### config.mk
export PLATFORM = sky130hd
export DESIGN_NAME = mecanum_command_receiver_top
export DESIGN_NICKNAME = d
export VERILOG_FILES = /design/src/sv/mcr_pkg.sv /design/src/sv/mcr_mixer.sv /design/src/sv/mecanum_command_receiver_top.sv
export SDC_FILE = /design/constraint.sdc
export NUM_CORES = 1
export LEC_CHECK = 0
export BUFFER_PORTS_ARGS = -buffer_cell sky130_fd_sc_hd__buf_2
export CAP_MARGIN = 20
export CELL_PAD_IN_SITES_DETAIL_PLACEMENT = 0
export CELL_PAD_IN_SITES_GLOBAL_PLACEMENT = 1
export CORE_AREA = 2 2 186 188
export CTS_CLUSTER_DIAMETER = 100
export DETAILED_ROUTE_END_ITERATION = 10
export DIE_AREA = 0 0 188 190
export GPL_TIMING_DRIVEN = 0
export PLACE_DENSITY = 0.86
export RECOVER_POWER = 50
export SYNTH_ARGS = -nofsm -noshare
export SYNTH_HDL_FRONTEND = slang
export SYNTH_SLANG_ARGS = --single-unit
### constraint.sdc
create_clock -name clk -period 7.04 [get_ports clk]
set_clock_uncertainty 0.15 [all_clocks]
set_input_delay 1.056 -clock clk [delete_from_list [all_inputs] [get_ports clk]]
set_output_delay 1.056 -clock clk [all_outputs]
set_load 0.03 [all_outputs]
### src/sv/mcr_pkg.sv
// ----------------------------------------------------------------------------
// Mecanum command receiver package
// Word types, register indexes and frame constants shared by the receiver.
// ----------------------------------------------------------------------------
`default_nettype none

package mcr_pkg;

    typedef enum logic
    {
        OP_BYTE = 1'b0,
        OP_TICK = 1'b1
    } opcode_t;

    typedef struct packed
    {
        opcode_t    opcode;
        logic [7:0] rx_byte;
    } in_word_t;

    typedef struct packed
    {
        logic signed [15:0] left_front_drive;
        logic signed [15:0] left_rear_drive;
        logic signed [15:0] right_front_drive;
        logic signed [15:0] right_rear_drive;
        logic               from_timeout;
        logic               link_up;
    } out_word_t;

    localparam int CFG_INDEX_WIDTH = 2;
    localparam int CFG_DATA_WIDTH  = 16;

    localparam logic [CFG_INDEX_WIDTH-1:0] CFG_SYNC_VALUE    = 2'd0;
    localparam logic [CFG_INDEX_WIDTH-1:0] CFG_TIMEOUT_TICKS = 2'd1;
    localparam logic [CFG_INDEX_WIDTH-1:0] CFG_DRIVE_LIMIT   = 2'd2;

    localparam logic [7:0]  SYNC_VALUE_RESET    = 8'hAA;
    localparam logic [15:0] TIMEOUT_TICKS_RESET = 16'd500;
    localparam logic [14:0] DRIVE_LIMIT_RESET   = 15'd1000;

    localparam logic [2:0] COUNT_HUNT = 3'd0;
    localparam logic [2:0] COUNT_LAST = 3'd6;

    localparam int PAYLOAD_DEPTH = 5;

    localparam logic [15:0] IDLE_MAX = 16'hFFFF;

endpackage : mcr_pkg

`default_nettype wire

### src/sv/mcr_mixer.sv
// ----------------------------------------------------------------------------
// Mecanum mixer
// Mixes forward, strafe and turn into four wheel drives and clamps each one
// to plus or minus the drive limit.
// ----------------------------------------------------------------------------
`default_nettype none

module mcr_mixer
    import mcr_pkg::*;
(
    input  wire logic signed [15:0] forward,
    input  wire logic signed [15:0] strafe,
    input  wire logic signed [15:0] turn,
    input  wire logic        [14:0] limit,
    output logic signed [15:0]      left_front,
    output logic signed [15:0]      left_rear,
    output logic signed [15:0]      right_front,
    output logic signed [15:0]      right_rear
);

    logic signed [17:0] f_ext;
    logic signed [17:0] s_ext;
    logic signed [17:0] t_ext;
    logic signed [17:0] lim_pos;
    logic signed [17:0] lim_neg;

    function automatic logic signed [15:0] clamp(input logic signed [17:0] v,
                                                 input logic signed [17:0] hi,
                                                 input logic signed [17:0] lo);
        logic signed [17:0] r;
        begin
            if (v > hi)
            begin
                r = hi;
            end
            else if (v < lo)
            begin
                r = lo;
            end
            else
            begin
                r = v;
            end
            return r[15:0];
        end
    endfunction

    always_comb
    begin
        f_ext   = 18'(forward);
        s_ext   = 18'(strafe);
        t_ext   = 18'(turn);
        lim_pos = $signed({3'b000, limit});
        lim_neg = -lim_pos;

        left_front  = clamp(s_ext - f_ext - t_ext, lim_pos, lim_neg);
        left_rear   = clamp(-f_ext - s_ext - t_ext, lim_pos, lim_neg);
        right_front = clamp(f_ext + s_ext - t_ext, lim_pos, lim_neg);
        right_rear  = clamp(f_ext - s_ext - t_ext, lim_pos, lim_neg);
    end

endmodule : mcr_mixer

`default_nettype wire

### src/sv/mecanum_command_receiver_top.sv
// ----------------------------------------------------------------------------
// Mecanum command receiver
// Frames serial bytes behind a sync byte, mixes each complete frame into four
// wheel drives and issues a stop command when the link goes idle.
//
//   Port group   Direction  Handshake              Carries
//   in_*         in         in_valid / in_ready    in_word_t: byte or tick
//   out_*        out        out_valid / out_ready  out_word_t: drive command
//   cfg_*        in         cfg_write              register index and value
//
// Each word waits in the input register, then is decoded, mixed and clamped in a
// single pass into the result register: one word per cycle unless output stalls.
// A word leaves the input register only when the result register is empty or
// being read, so a stalled output holds at most two words inside the block.
// Reset clears framing, link state and the idle counter; registers return to
// sync 0xAA, timeout 500 ticks and limit 1000.
// ----------------------------------------------------------------------------
`default_nettype none

module mecanum_command_receiver_top
    import mcr_pkg::*;
(
    input  wire logic                       clk,
    input  wire logic                       rst_n,
    input  wire logic                       in_valid,
    output logic                            in_ready,
    input  wire in_word_t                   in_data,
    output logic                            out_valid,
    input  wire logic                       out_ready,
    output out_word_t                       out_data,
    input  wire logic                       cfg_write,
    input  wire logic [CFG_INDEX_WIDTH-1:0] cfg_index,
    input  wire logic [CFG_DATA_WIDTH-1:0]  cfg_data
);

    logic [7:0]  sync_value_reg;
    logic [15:0] timeout_ticks_reg;
    logic [14:0] drive_limit_reg;

    logic        in_valid_reg;
    in_word_t    in_word_reg;
    logic        out_valid_reg;
    out_word_t   out_word_reg;

    logic [2:0]  byte_count_reg;
    logic [2:0]  byte_count_next;
    logic        connected_reg;
    logic        connected_next;
    logic [15:0] idle_ticks_reg;
    logic [15:0] idle_ticks_next;
    logic [7:0]  payload_reg [PAYLOAD_DEPTH];

    logic        proc_fire;
    logic        is_byte;
    logic        store_byte;
    logic        frame_done;
    logic        stop_hit;
    logic [15:0] idle_inc;
    logic [2:0]  store_index;
    out_word_t   out_word_next;

    logic signed [15:0] mix_lf;
    logic signed [15:0] mix_lr;
    logic signed [15:0] mix_rf;
    logic signed [15:0] mix_rr;

    assign proc_fire = in_valid_reg && (!out_valid_reg || out_ready);
    assign in_ready  = !in_valid_reg || proc_fire;
    assign out_valid = out_valid_reg;
    assign out_data  = out_word_reg;

    mcr_mixer u_mixer
    (
        .forward     ($signed({payload_reg[1], payload_reg[0]})),
        .strafe      ($signed({payload_reg[3], payload_reg[2]})),
        .turn        ($signed({in_word_reg.rx_byte, payload_reg[4]})),
        .limit       (drive_limit_reg),
        .left_front  (mix_lf),
        .left_rear   (mix_lr),
        .right_front (mix_rf),
        .right_rear  (mix_rr)
    );

    always_comb
    begin
        is_byte     = (in_word_reg.opcode == OP_BYTE);
        store_index = byte_count_reg - 3'd1;
        store_byte  = is_byte && (byte_count_reg != COUNT_HUNT)
                      && (byte_count_reg != COUNT_LAST);
        frame_done  = is_byte && (byte_count_reg == COUNT_LAST);
        idle_inc    = (idle_ticks_reg == IDLE_MAX) ? idle_ticks_reg
                                                   : idle_ticks_reg + 16'd1;
        stop_hit    = !is_byte && connected_reg && (idle_inc >= timeout_ticks_reg);

        byte_count_next = byte_count_reg;
        connected_next  = connected_reg;
        idle_ticks_next = idle_ticks_reg;

        if (is_byte)
        begin
            if (byte_count_reg == COUNT_HUNT)
            begin
                if (in_word_reg.rx_byte == sync_value_reg)
                begin
                    byte_count_next = 3'd1;
                end
            end
            else if (frame_done)
            begin
                byte_count_next = COUNT_HUNT;
                connected_next  = 1'b1;
                idle_ticks_next = '0;
            end
            else
            begin
                byte_count_next = byte_count_reg + 3'd1;
            end
        end
        else if (connected_reg)
        begin
            idle_ticks_next = idle_inc;
            if (stop_hit)
            begin
                connected_next = 1'b0;
            end
        end

        if (frame_done)
        begin
            out_word_next.left_front_drive  = mix_lf;
            out_word_next.left_rear_drive   = mix_lr;
            out_word_next.right_front_drive = mix_rf;
            out_word_next.right_rear_drive  = mix_rr;
            out_word_next.from_timeout      = 1'b0;
            out_word_next.link_up           = 1'b1;
        end
        else
        begin
            out_word_next.left_front_drive  = '0;
            out_word_next.left_rear_drive   = '0;
            out_word_next.right_front_drive = '0;
            out_word_next.right_rear_drive  = '0;
            out_word_next.from_timeout      = 1'b1;
            out_word_next.link_up           = 1'b0;
        end
    end

    always_ff @(posedge clk or negedge rst_n)
    begin
        if (!rst_n)
        begin
            sync_value_reg    <= SYNC_VALUE_RESET;
            timeout_ticks_reg <= TIMEOUT_TICKS_RESET;
            drive_limit_reg   <= DRIVE_LIMIT_RESET;
        end
        else if (cfg_write)
        begin
            case (cfg_index)
                CFG_SYNC_VALUE:    sync_value_reg    <= cfg_data[7:0];
                CFG_TIMEOUT_TICKS: timeout_ticks_reg <= cfg_data[15:0];
                CFG_DRIVE_LIMIT:   drive_limit_reg   <= cfg_data[14:0];
                default:           ;
            endcase
        end
    end

    always_ff @(posedge clk or negedge rst_n)
    begin
        if (!rst_n)
        begin
            in_valid_reg   <= 1'b0;
            out_valid_reg  <= 1'b0;
            byte_count_reg <= COUNT_HUNT;
            connected_reg  <= 1'b0;
            idle_ticks_reg <= '0;
        end
        else
        begin
            if (in_valid && in_ready)
            begin
                in_valid_reg <= 1'b1;
            end
            else if (proc_fire)
            begin
                in_valid_reg <= 1'b0;
            end

            if (proc_fire)
            begin
                out_valid_reg  <= frame_done || stop_hit;
                byte_count_reg <= byte_count_next;
                connected_reg  <= connected_next;
                idle_ticks_reg <= idle_ticks_next;
            end
            else if (out_ready)
            begin
                out_valid_reg <= 1'b0;
            end
        end
    end

    always_ff @(posedge clk)
    begin
        if (in_valid && in_ready)
        begin
            in_word_reg <= in_data;
        end
        if (proc_fire)
        begin
            out_word_reg <= out_word_next;
            if (store_byte)
            begin
                payload_reg[store_index] <= in_word_reg.rx_byte;
            end
        end
    end

`ifndef SYNTHESIS
    assert property (@(posedge clk) disable iff (!rst_n)
        byte_count_reg <= COUNT_LAST)
        else $error("Frame byte count ran past the last payload byte.");

    assert property (@(posedge clk) disable iff (!rst_n)
        proc_fire && frame_done |=> connected_reg && (idle_ticks_reg == 16'd0))
        else $error("A completed frame did not bring the link up with a clear count.");

    assert property (@(posedge clk) disable iff (!rst_n)
        proc_fire && stop_hit |=> !connected_reg && out_valid_reg
        && out_word_reg.from_timeout)
        else $error("A timeout did not drop the link and post a stop command.");

    assert property (@(posedge clk) disable iff (!rst_n)
        out_valid_reg && out_word_reg.from_timeout |->
        (out_word_reg.left_front_drive == 16'sd0) && (out_word_reg.left_rear_drive == 16'sd0)
        && (out_word_reg.right_front_drive == 16'sd0)
        && (out_word_reg.right_rear_drive == 16'sd0))
        else $error("A stop command carried a nonzero drive.");

    assert property (@(posedge clk) disable iff (!rst_n)
        out_valid_reg && !out_word_reg.from_timeout |->
        ($signed(out_word_reg.right_rear_drive) <= $signed({1'b0, drive_limit_reg}))
        && ($signed(out_word_reg.right_rear_drive) >= -$signed({1'b0, drive_limit_reg})))
        else $error("A frame drive exceeded the drive limit.");
`endif

endmodule : mecanum_command_receiver_top

`default_nettype wire

==> results.yml, run 1 <==
critical_path:
  critPathRequiredTime_ns: 7.08
  cp_cell_sequence: "inv_1, fa_1, inv_1, ha_1, nor2_1, o21ai_0, a21oi_1, a21oi_1, a21oi_1, o211ai_1, ha_1, a21o_1, a21oi_1, nand3_1, o221ai_2, clkbuf_2, clkbuf_1, nand2_1, o2111ai_1, o21ai_0"
  crit_family: "compound AO/OA/AOI/OAI gates"
  path_common_cell: "a21oi_1"
  crit_path_end_kind: "register"
  worst-path-buf-inv: 4
  critPathMaxFanout: 10
  crit_type: "register to register"
  slowest_stage: "o211ai_1"
  r2r_end: "out_data[58]"
  cpPeakStageDelay_ns: 0.66
  r2r_slack_ns: 0.28
  cp-start-kind: "register"
  reg2reg_depth: 20
  r2r_start: "payload_reg[4][0]"
  worstPathArrival_ns: 6.80
logic_synthesis:
  syn_nets: 2029
  synth_top_area_share_pct: 20.8
  ys.flop_type: "edfxtp_1"
  yosysSeqAreaShare_pct: 30.1
  yosys.area.top_type: "edfxtp_1"
  yosys_warnings: 0
  synth_seq_cells: 176
  avgSynthCellArea_um2: 9.81
  async_flop_share_pct: 34.7
  synthDistinctLibCells: 78
  synth_common_cells: "ha_1, inv_1, edfxtp_1"
  syn_area_um2: 16600
  synth-edff-count: 115
  syn-instance-count: 1692
  synth_area_leaders: "edfxtp_1, ha_1, fa_1, dfrtp_1, inv_1"
  yosysMostFrequentCell: "ha_1"
detailed_routing:
  avgViaCountPerCell: 5.86
  first_pass_iters: 6
  ant_nets: 0
  drt_iter0_drc: 1162
  drc_errors: 0
  wire_per_inst_um: 21.6
  num_vias: 13400
  wirelength_mm: 49.3
run:
  cap_violations: 2
power:
  p_per_area_nw_per_um2: 378
  max-vdd-ir-drop_uv: 175
  leakage_nw: 8.29
layout:
  syn_to_final_growth_pct: 10.6
  layout-drive-gt1-share_pct: 12.6
  nNetsFinal: 2155
  insertedDiodeCount: 0
  largest_register_ffs: 66
floorplanning:
  dieArea_um2: 35700
  pin_count: 100
  initial_core_util_pct: 48.9
  die_h_um: 190
  row_count: 68
  dieWidth_um: 188
  core_area_um2: 33900
clock_tree:
  clock_latency_ns: 0.46
  clk_pin_slew_ns: 0.08
  cts_tree: "built"
  h-tree-depth: 4
  post_cts_buffers: 0
  postCtsHoldBufs: 0
  clkSinkCount: 176
  numCtsBuffers: 17
  cts_root_buf: "clkbuf_16"
  cts_buffer_depth: 2
sta:
  hold_viol_final: 0
  fmax_mhz: 148
  finalSetupViolCount: 0
  period_share_pct: 96.0
  tightestPinTransition_ns: 1.65
  finalCriticalPeriod_ns: 6.76
  fin_ws_ns: 0.281
  rsz0062_at_grt: "false"
  maxSlewViolCount: 64
  setup_tns_ns: 0
  slew_headroom_pct: -10.1
placed_design:
  port_buffers: 99
  dp_slack_ns: -0.353
  dp_hpwl_mm: 40.3
  place_congestion: 0.982
min_path:
  hold_class: "register to register"
  min-delay-start: "timeout_ticks_reg[13]"
  hold_depth: 1
  hold_end: "timeout_ticks_reg[13]"
grt:
  grt_pass1_vias: 13400
  antenna_found_initial: 0
  grt_usage_pct: 28.2
  grt_first_pass_wirelength_mm: 75.8
  overflow: 0
  grt_max_degree: 44
status:
  outcome: "finished, violations left"
  violations: "max-capacitance violations, max-slew violations"
==> area by class of cell <==
cell class                      count  area, um2
Buffer                             42        190
Clock buffer                       18        429
Clock inverter                     14        170
Fill cell                        3056      15600
Inverter                          193        724
Multi-Input combinational cell   1280      10700
Sequential cell                   176       5000
Tap cell                          455        569
Timing Repair Buffer              108        537
==> worst max path at each step <==
| stage | startpoint | endpoint | slack (ns) | cells past startpoint |
|---|---|---|---|---|
| after global routing | payload_reg[4][0] | out_data[56] | 0.006 | 21 |
| after detailed placement | payload_reg[4][0] | out_data[14] | -0.35 | 25 |
| after global placement | payload_reg[4][0] | out_data[16] | -0.26 | 25 |
| final | payload_reg[4][0] | out_data[58] | 0.28 | 20 |
| after floorplan | payload_reg[4][0] | out_data[14] | 1.57 | 24 |
| after CTS | payload_reg[4][0] | out_data[14] | 0.04 | 25 |
==> routing by layer <==
layer / up-vias / track usage [%] / routed length (um) / part of all wire, %
met5: - / 0 / 0 / 0
met4: 0 / 10.5 / 1680 / 3.4
met3: 102 / 4.59 / 3090 / 6.3
met2: 477 / 47.6 / 23500 / 48
met1: 6458 / 36.4 / 21000 / 43
li1: 6369 / - / - / -
==> power breakdown <==
part | switching, mW | internal, mW | leakage [nW]
combinational | 2.88 | 1.71 | 6.15
sequential | 0.130 | 1.25 | 1.87
clock | 0.463 | 0.505 | 0.281
==> metrics by stage <==
stage                     hold WS [ns]  util, %  area [um2]  power (mW)  cells
after floorplan                  0.321        -       16600        4.47   1692
after global placement           0.334     52.0       17700        5.73   2246
after detailed placement         0.347     52.3       17800        5.84   2253
after CTS                        0.365     54.1       18400        6.85   2285
after global routing             0.384     54.1       18400        7.45   2286
final                            0.364     54.1       18400        6.94   2286
==> cells in the final DEF, fill, tap and decap left out, types with 24 or more instances in the layout <==
cell      instances
ha_1            243
inv_1           192
edfxtp_1        115
a21oi_1         106
nor2_1           90
o21ai_0          84
buf_2            80
nand2_1          77
xnor2_1          67
fa_1             62
clkbuf_1         58
mux2_2           58
nand3_1          46
dfrtp_1          45
a21o_1           38
nor3_1           31
a211oi_1         30
mux2i_1          25
nor2b_1          24
==> repair_timing <==
action                                  in CTS  in global routing
endpoints found under the setup margin      10                 26
pin swaps                                    0                  0
gates resized for setup                      4                 11
==> cell families after synthesis <==
kind of cell	share of synthesized area (%)
XOR/XNOR	4.49
buffers and inverters	5.49
flip-flops	30.1
AO/OA/AOI/OAI	17.3
AND/OR/NAND/NOR	11.4
adder cells (fa/ha/maj)	25.8
multiplexers	5.44
Power figures use the tool's default switching activity.
==> run 2, diff against run 1 <==
--- a/config.mk
+++ b/config.mk
@@ -5,14 +5,15 @@
 export SDC_FILE = /design/constraint.sdc
 export NUM_CORES = 1
 export LEC_CHECK = 0
+export ABC_AREA = 1
 export BUFFER_PORTS_ARGS = -buffer_cell sky130_fd_sc_hd__buf_2
 export CAP_MARGIN = 20
 export CELL_PAD_IN_SITES_DETAIL_PLACEMENT = 0
 export CELL_PAD_IN_SITES_GLOBAL_PLACEMENT = 1
-export CORE_AREA = 2 2 186 188
+export CORE_AREA = 2 2 197 199
 export CTS_CLUSTER_DIAMETER = 100
 export DETAILED_ROUTE_END_ITERATION = 10
-export DIE_AREA = 0 0 188 190
+export DIE_AREA = 0 0 199 201
 export GPL_TIMING_DRIVEN = 0
 export PLACE_DENSITY = 0.86
 export RECOVER_POWER = 50
==> run 2 against run 1 <==
The run still ends with max-capacitance violations, max-slew violations left; global-route usage increased by 1.3 points; wire length increased by 17%; cell count is 30% higher; non-clock buffer count decreased by 4; design area grew 5.9%; total power down 2.0%; hold slack lost 0.025 ns; maximum frequency increased by 14%; largest cell class unchanged; largest power group unchanged.
==> results.yml, run 2 <==
layout:
  fillCellCount: 3770
  syn_to_final_growth_pct: 9.96
  nNetsFinal: 2766
  stdcell_count: 2961
  final_common_cell: "nand2_1"
  largest_register_ffs: 66
  layout-drive-gt1-share_pct: 8.52
  layout_common_cells: "nand2_1, inv_1, ha_1, nor2_1, a21oi_1"
placed_design:
  place_congestion: 0.962
  placed_cells: 2928
  port_buffers: 99
  dp_hpwl_mm: 46.4
detailed_routing:
  wire_per_inst_um: 19.4
  first_pass_iters: 5
  drt_iter0_drc: 1276
  num_vias: 16000
  drc_errors: 0
  wirelength_mm: 57.6
  ant_nets: 0
  avgViaCountPerCell: 5.41
critical_path:
  critical_path_depth: 26
  cpPeakStageDelay_ns: 0.87
  path_common_cell: "nand2_1"
  crit_family: "adder cells"
  crit_path_end_kind: "register"
  reg2reg_depth: 26
  worstPathArrival_ns: 5.97
  crit_type: "register to register"
  r2r_slack_ns: 1.10
  critPathMaxFanout: 10
  critPathRequiredTime_ns: 7.07
  cp-start-kind: "register"
  slowest_stage: "fa_1"
  worst-path-buf-inv: 7
sta:
  rsz0062_at_grt: "false"
  finalCriticalPeriod_ns: 5.94
  setup_tns_ns: 0
  slew_headroom_pct: -67.1
  fmax_mhz: 168
  finalSetupViolCount: 0
  maxSlewViolCount: 114
  tightestPinTransition_ns: 2.51
  hold_viol_final: 0
  period_share_pct: 84.3
power:
  p_total_mw: 6.80
  leakage_nw: 9.96
  p_sw_mw: 3.58
  seqPwrFrac_pct: 20.0
  pwr-share-comb_pct: 65.5
  swShare_pct: 52.7
  p_clk_share_pct: 14.5
  max-vdd-ir-drop_uv: 219
  p_int_mw: 3.21
  p_per_area_nw_per_um2: 350
logic_synthesis:
  ys.flop_type: "edfxtp_1"
  async_flop_share_pct: 34.7
  syn-instance-count: 2305
  yosysMostFrequentCell: "nand2_1"
  synth_seq_cells: 176
  synth_top_area_share_pct: 19.5
  avgSynthCellArea_um2: 7.67
  yosys_warnings: 0
  synth_area_leaders: "edfxtp_1, ha_1, nand2_1, inv_1, fa_1"
  yosys.area.top_type: "edfxtp_1"
  syn_nets: 2642
  synthDistinctLibCells: 55
  syn_area_um2: 17700
  yosysSeqAreaShare_pct: 28.3
  synth-edff-count: 115
  synth_common_cells: "nand2_1, inv_1, ha_1"
clock_tree:
  cts_root_buf: "clkbuf_16"
  post_cts_buffers: 0
  cts_buffer_depth: 2
  clock_latency_ns: 0.46
  cts_resized: 0
  clk_pin_slew_ns: 0.07
  postCtsHoldBufs: 0
  h-tree-depth: 4
  clkSinkCount: 176
  cts_tree: "built"
  numCtsBuffers: 17
status:
  outcome: "finished, violations left"
  violations: "max-capacitance violations, max-slew violations"
floorplanning:
  dieArea_um2: 40000
  initial_core_util_pct: 46.4
  row_count: 72
  core_area_um2: 38100
  dieWidth_um: 199
  pin_count: 100
  die_h_um: 201
grt:
  antenna_found_initial: 0
  grt_usage_pct: 29.5
  grt_max_degree: 50
  grt_pass1_vias: 15500
  grt_first_pass_wirelength_mm: 88.2
  overflow: 0
min_path:
  hold_class: "register to register"
  hold_depth: 2
run:
  cap_violations: 3
## run 2: cell types whose count changed after synthesis, sizes merged, moves of 27 or more
cell / before / now
a21oi: 107 / 134
inv: 192 / 356
xor2: 16 / 54
nand3: 46 / 120
nand2: 77 / 605
nor2: 90 / 218
xnor2: 69 / 20
a211oi: 31 / 3
o21ai: 87 / 138
mux2: 58 / 0
## run 2: area by class of cell
class | count | area, um2 | share of cell area (%)
antenna | 1 | 2.50 | 0.0129
buffer | 41 | 235 | 1.21
clock buffer | 21 | 483 | 2.48
clock inverter | 11 | 114 | 0.586
inverter | 356 | 1340 | 6.89
multi-input combinational | 1732 | 11100 | 57.2
sequential | 176 | 5000 | 25.7
tap | 518 | 648 | 3.33
timing repair buffer | 105 | 493 | 2.54
## run 2: cell families after synthesis
family / count (synthesis) / share of synthesized area (%)
simple gates: 1032 / 25.0
buf+inv: 397 / 8.90
compound gates: 321 / 9.91
fa+ha+maj: 305 / 24.2
flops: 176 / 28.3
xor+xnor: 74 / 3.71
## run 2: path summary, 6_finish.rpt
| path | start | end |
|---|---|---|
| worst min register to register | timeout_ticks_reg[9] | timeout_ticks_reg[9] |
| max in group asynchronous | rst_n | in_valid_reg |
| worst max-delay path | in_word_reg[7] | out_data[49] |
| worst max register to register | in_word_reg[7] | out_data[49] |
| min in group asynchronous | rst_n | timeout_ticks_reg[14] |
| worst min-delay path | timeout_ticks_reg[9] | timeout_ticks_reg[9] |
## run 2: layer usage
layer	GRT usage [%]	part of all wire, %
met1	38.3	42
met2	49.0	47
met3	3.95	7.1
met5	0	0
met4	12.8	4.2
## run 2: worst min-delay path, delay by kind of cell (launching register included)
kind               cells  cell delay, ns
DFF                    1            0.34
AOI/OAI and AO/OA      1            0.06
and+or+nand+nor        1            0.05
## run 2: power by group through the flow
stage | Combinational (mW) | Sequential, mW | Clock, mW
floorplan | 2.99 | 1.42 | 0
global placement | 4.23 | 1.38 | 0
detailed placement | 4.34 | 1.38 | 0
CTS | 4.37 | 1.36 | 1.00
global route | 4.93 | 1.38 | 1.04
finish | 4.45 | 1.36 | 0.987
## run 2: metrics by stage
step                      area (um2)  hold slack (ns)  setup slack (ns)  util (%)
final                          19400            0.339              1.10      51.0
after global placement         18800            0.321              1.15      49.4
after floorplan                17700            0.303              2.26         -
after detailed placement       18900            0.328              1.20      49.6
after global routing           19400            0.363             0.743      51.0
after CTS                      19500            0.346              1.16      51.2
==> run 3, diff against run 2 <==
--- a/config.mk
+++ b/config.mk
@@ -10,12 +10,12 @@
 export CAP_MARGIN = 20
 export CELL_PAD_IN_SITES_DETAIL_PLACEMENT = 0
 export CELL_PAD_IN_SITES_GLOBAL_PLACEMENT = 1
-export CORE_AREA = 2 2 197 199
+export CORE_AREA = 2 2 206 208
 export CTS_CLUSTER_DIAMETER = 100
 export DETAILED_ROUTE_END_ITERATION = 10
-export DIE_AREA = 0 0 199 201
+export DIE_AREA = 0 0 208 210
 export GPL_TIMING_DRIVEN = 0
-export PLACE_DENSITY = 0.86
+export PLACE_DENSITY = 0.82
 export RECOVER_POWER = 50
 export SYNTH_ARGS = -nofsm -noshare
 export SYNTH_HDL_FRONTEND = slang
==> constraint.sdc (replaced) <==
create_clock -name clk -period 5.2 [get_ports clk]
set_clock_uncertainty 0.15 [all_clocks]
set_input_delay 0.78 -clock clk [delete_from_list [all_inputs] [get_ports clk]]
set_output_delay 0.78 -clock clk [all_outputs]
set_load 0.03 [all_outputs]
==> run 3 against run 2 <==
The flow still finishes with violations (max-capacitance violations, max-slew violations); wire length is 5.5% higher; largest power group unchanged; utilization is 1.1 points lower; sequential share of layout area is 1.6 points lower; critical endpoint is now out_data[65]; largest cell class unchanged; design area is 6.5% higher; maximum frequency is 19% higher.
==> results.yml, run 3 (synthesis results as in run 2) <==
grt:
  grt_usage_pct: 27.9
  grt_first_pass_wirelength_mm: 91.3
  grt_max_degree: 44
  grt_pass1_vias: 16000
  antenna_found_initial: 1
  overflow: 0
layout:
  largest_register_ffs: 66
  syn_to_final_growth_pct: 17.1
  fillCellCount: 4128
  stdcell_count: 3062
  final_util_pct: 49.9
  fin_area_um2: 20700
  layout_common_cells: "nand2_1, inv_1, ha_1, nor2_1"
  final_common_cell: "nand2_1"
  layout-drive-gt1-share_pct: 15.3
  nNetsFinal: 2845
power:
  swShare_pct: 51.8
  leakage_nw: 10.4
  pwr-share-comb_pct: 67.1
  p_total_mw: 9.66
  p_per_area_nw_per_um2: 467
  p_int_mw: 4.66
  p_clk_share_pct: 14.1
  max-vdd-ir-drop_uv: 287
  seqPwrFrac_pct: 18.8
  p_sw_mw: 5.01
clock_tree:
  h-tree-depth: 4
  cts_tree: "built"
  clock_latency_ns: 0.50
  numCtsBuffers: 17
  cts_buffer_depth: 2
  clkSinkCount: 176
  cts_root_buf: "clkbuf_16"
  clk_pin_slew_ns: 0.07
floorplanning:
  dieWidth_um: 208
  dieArea_um2: 43700
  initial_core_util_pct: 42.6
  core_area_um2: 41500
  die_h_um: 210
  row_count: 75
  pin_count: 100
detailed_routing:
  drt_iter0_drc: 1182
  avgViaCountPerCell: 5.32
  drc_errors: 0
  wirelength_mm: 60.7
  num_vias: 16300
  wire_per_inst_um: 19.8
  first_pass_iters: 5
  ant_nets: 0
sta:
  tightestPinTransition_ns: 1.79
  fmax_mhz: 200
  period_share_pct: 96.3
  maxSlewViolCount: 64
  hold_viol_final: 0
  slew_headroom_pct: -19.6
  finalSetupViolCount: 0
  finalCriticalPeriod_ns: 5.01
  setup_tns_ns: 0
placed_design:
  placed_cells: 2949
  dp_hpwl_mm: 47.5
  dpl_cell_area_um2: 18900
  place_congestion: 0.919
  port_buffers: 99
min_path:
  min-delay-start: "in_data[5]"
  hold_class: "input pin to register"
status:
  violations: "max-capacitance violations, max-slew violations"
  outcome: "finished, violations left"
critical_path:
  slowest_stage: "dfrtp_1"
  r2r_start: "drive_limit_reg[1]"
  critPathRequiredTime_ns: 5.30
  worstPathArrival_ns: 5.11
  critPathMaxFanout: 10
  crit_path_end_kind: "register"
  worst-path-buf-inv: 3
  cpPeakStageDelay_ns: 0.56
  path_common_cell: "nand2_1"
  cp-start-kind: "register"
  cp_cell_sequence: "inv_1, ha_1, nand3_2, nor3_4, nand2_1, nor2_2, xor2_2, inv_1, ha_1, nand2_1, nor2_1, o21ai_0, nand2_1, nand2_1, nand4_1, nand2_1, clkbuf_4, o21ai_0, nor2_1"
  crit_type: "register to register"
  crit_family: "simple AND/OR/NAND/NOR gates"
  startpoint: "drive_limit_reg[1]"
run:
  cap_violations: 2
## run 3: changes by cell type in the layout (fill, tap and decap cells not counted), sizes merged
cell	delta
buf	+78
diode	+1
clkinvlp	+7
clkbuf	-3
inv	-4
bufinv	+2
clkinv	-1
## run 3: metrics by stage
step                      hold slack [ns]  worst slack, ns
final                               0.307            0.191
after detailed placement            0.329           -0.653
after global routing                0.284           -0.102
after global placement              0.323           -0.681
after floorplan                     0.303            0.422
after CTS                           0.205          0.00136
## run 3: layout make-up
type,instances,area [um2],share of cell area (%)
multi-input cells,1732,11700,56.6
flip-flops and latches,176,5000,24.1
inverters,356,1350,6.50
repair buffers,185,1120,5.39
well taps,539,674,3.26
clock buffers,17,425,2.05
plain buffers,40,239,1.15
clock inverters,15,181,0.876
diodes,2,5.00,0.0242
## run 3: final timing paths
path	to	slack, ns	cells past startpoint
setup / recovery	out_data[65]	0.19	19
hold / removal	in_word_reg[5]	0.31	1
setup reg to reg	out_data[65]	0.19	19
hold reg to reg	timeout_ticks_reg[11]	0.34	2
max in group asynchronous	sync_value_reg[6]	2.07	2
min in group asynchronous	idle_ticks_reg[10]	0.60	1
## run 3: layer usage
layer | routed length, um | GRT usage, % | part of all wire (%)
met4 | 2930 | 12.7 | 4.8
met2 | 28100 | 46.1 | 46
met1 | 25700 | 35.4 | 42
met5 | 0 | 0 | 0
met3 | 3900 | 5.50 | 6.4
## run 3: what timing repair did
| item | CTS | global route |
|---|---|---|
| hold buffers | 0 | 0 |
| endpoints found under the hold margin | 0 | 0 |
| resized for setup | 17 | 112 |
| buffers inserted | 20 | 60 |
| endpoints found under the setup margin | 63 | 64 |
| pin swaps | 5 | 30 |
## run 3: power by group through the flow
stage          Clock, mW  Sequential, mW  Combinational [mW]
2_1_floorplan          0            1.92                4.05
3_3_place_gp           0            1.86                5.77
3_5_place_dp           0            1.87                5.89
4_1_cts             1.39            1.82                6.02
5_1_grt             1.45            1.83                7.23
6_report            1.36            1.82                6.48
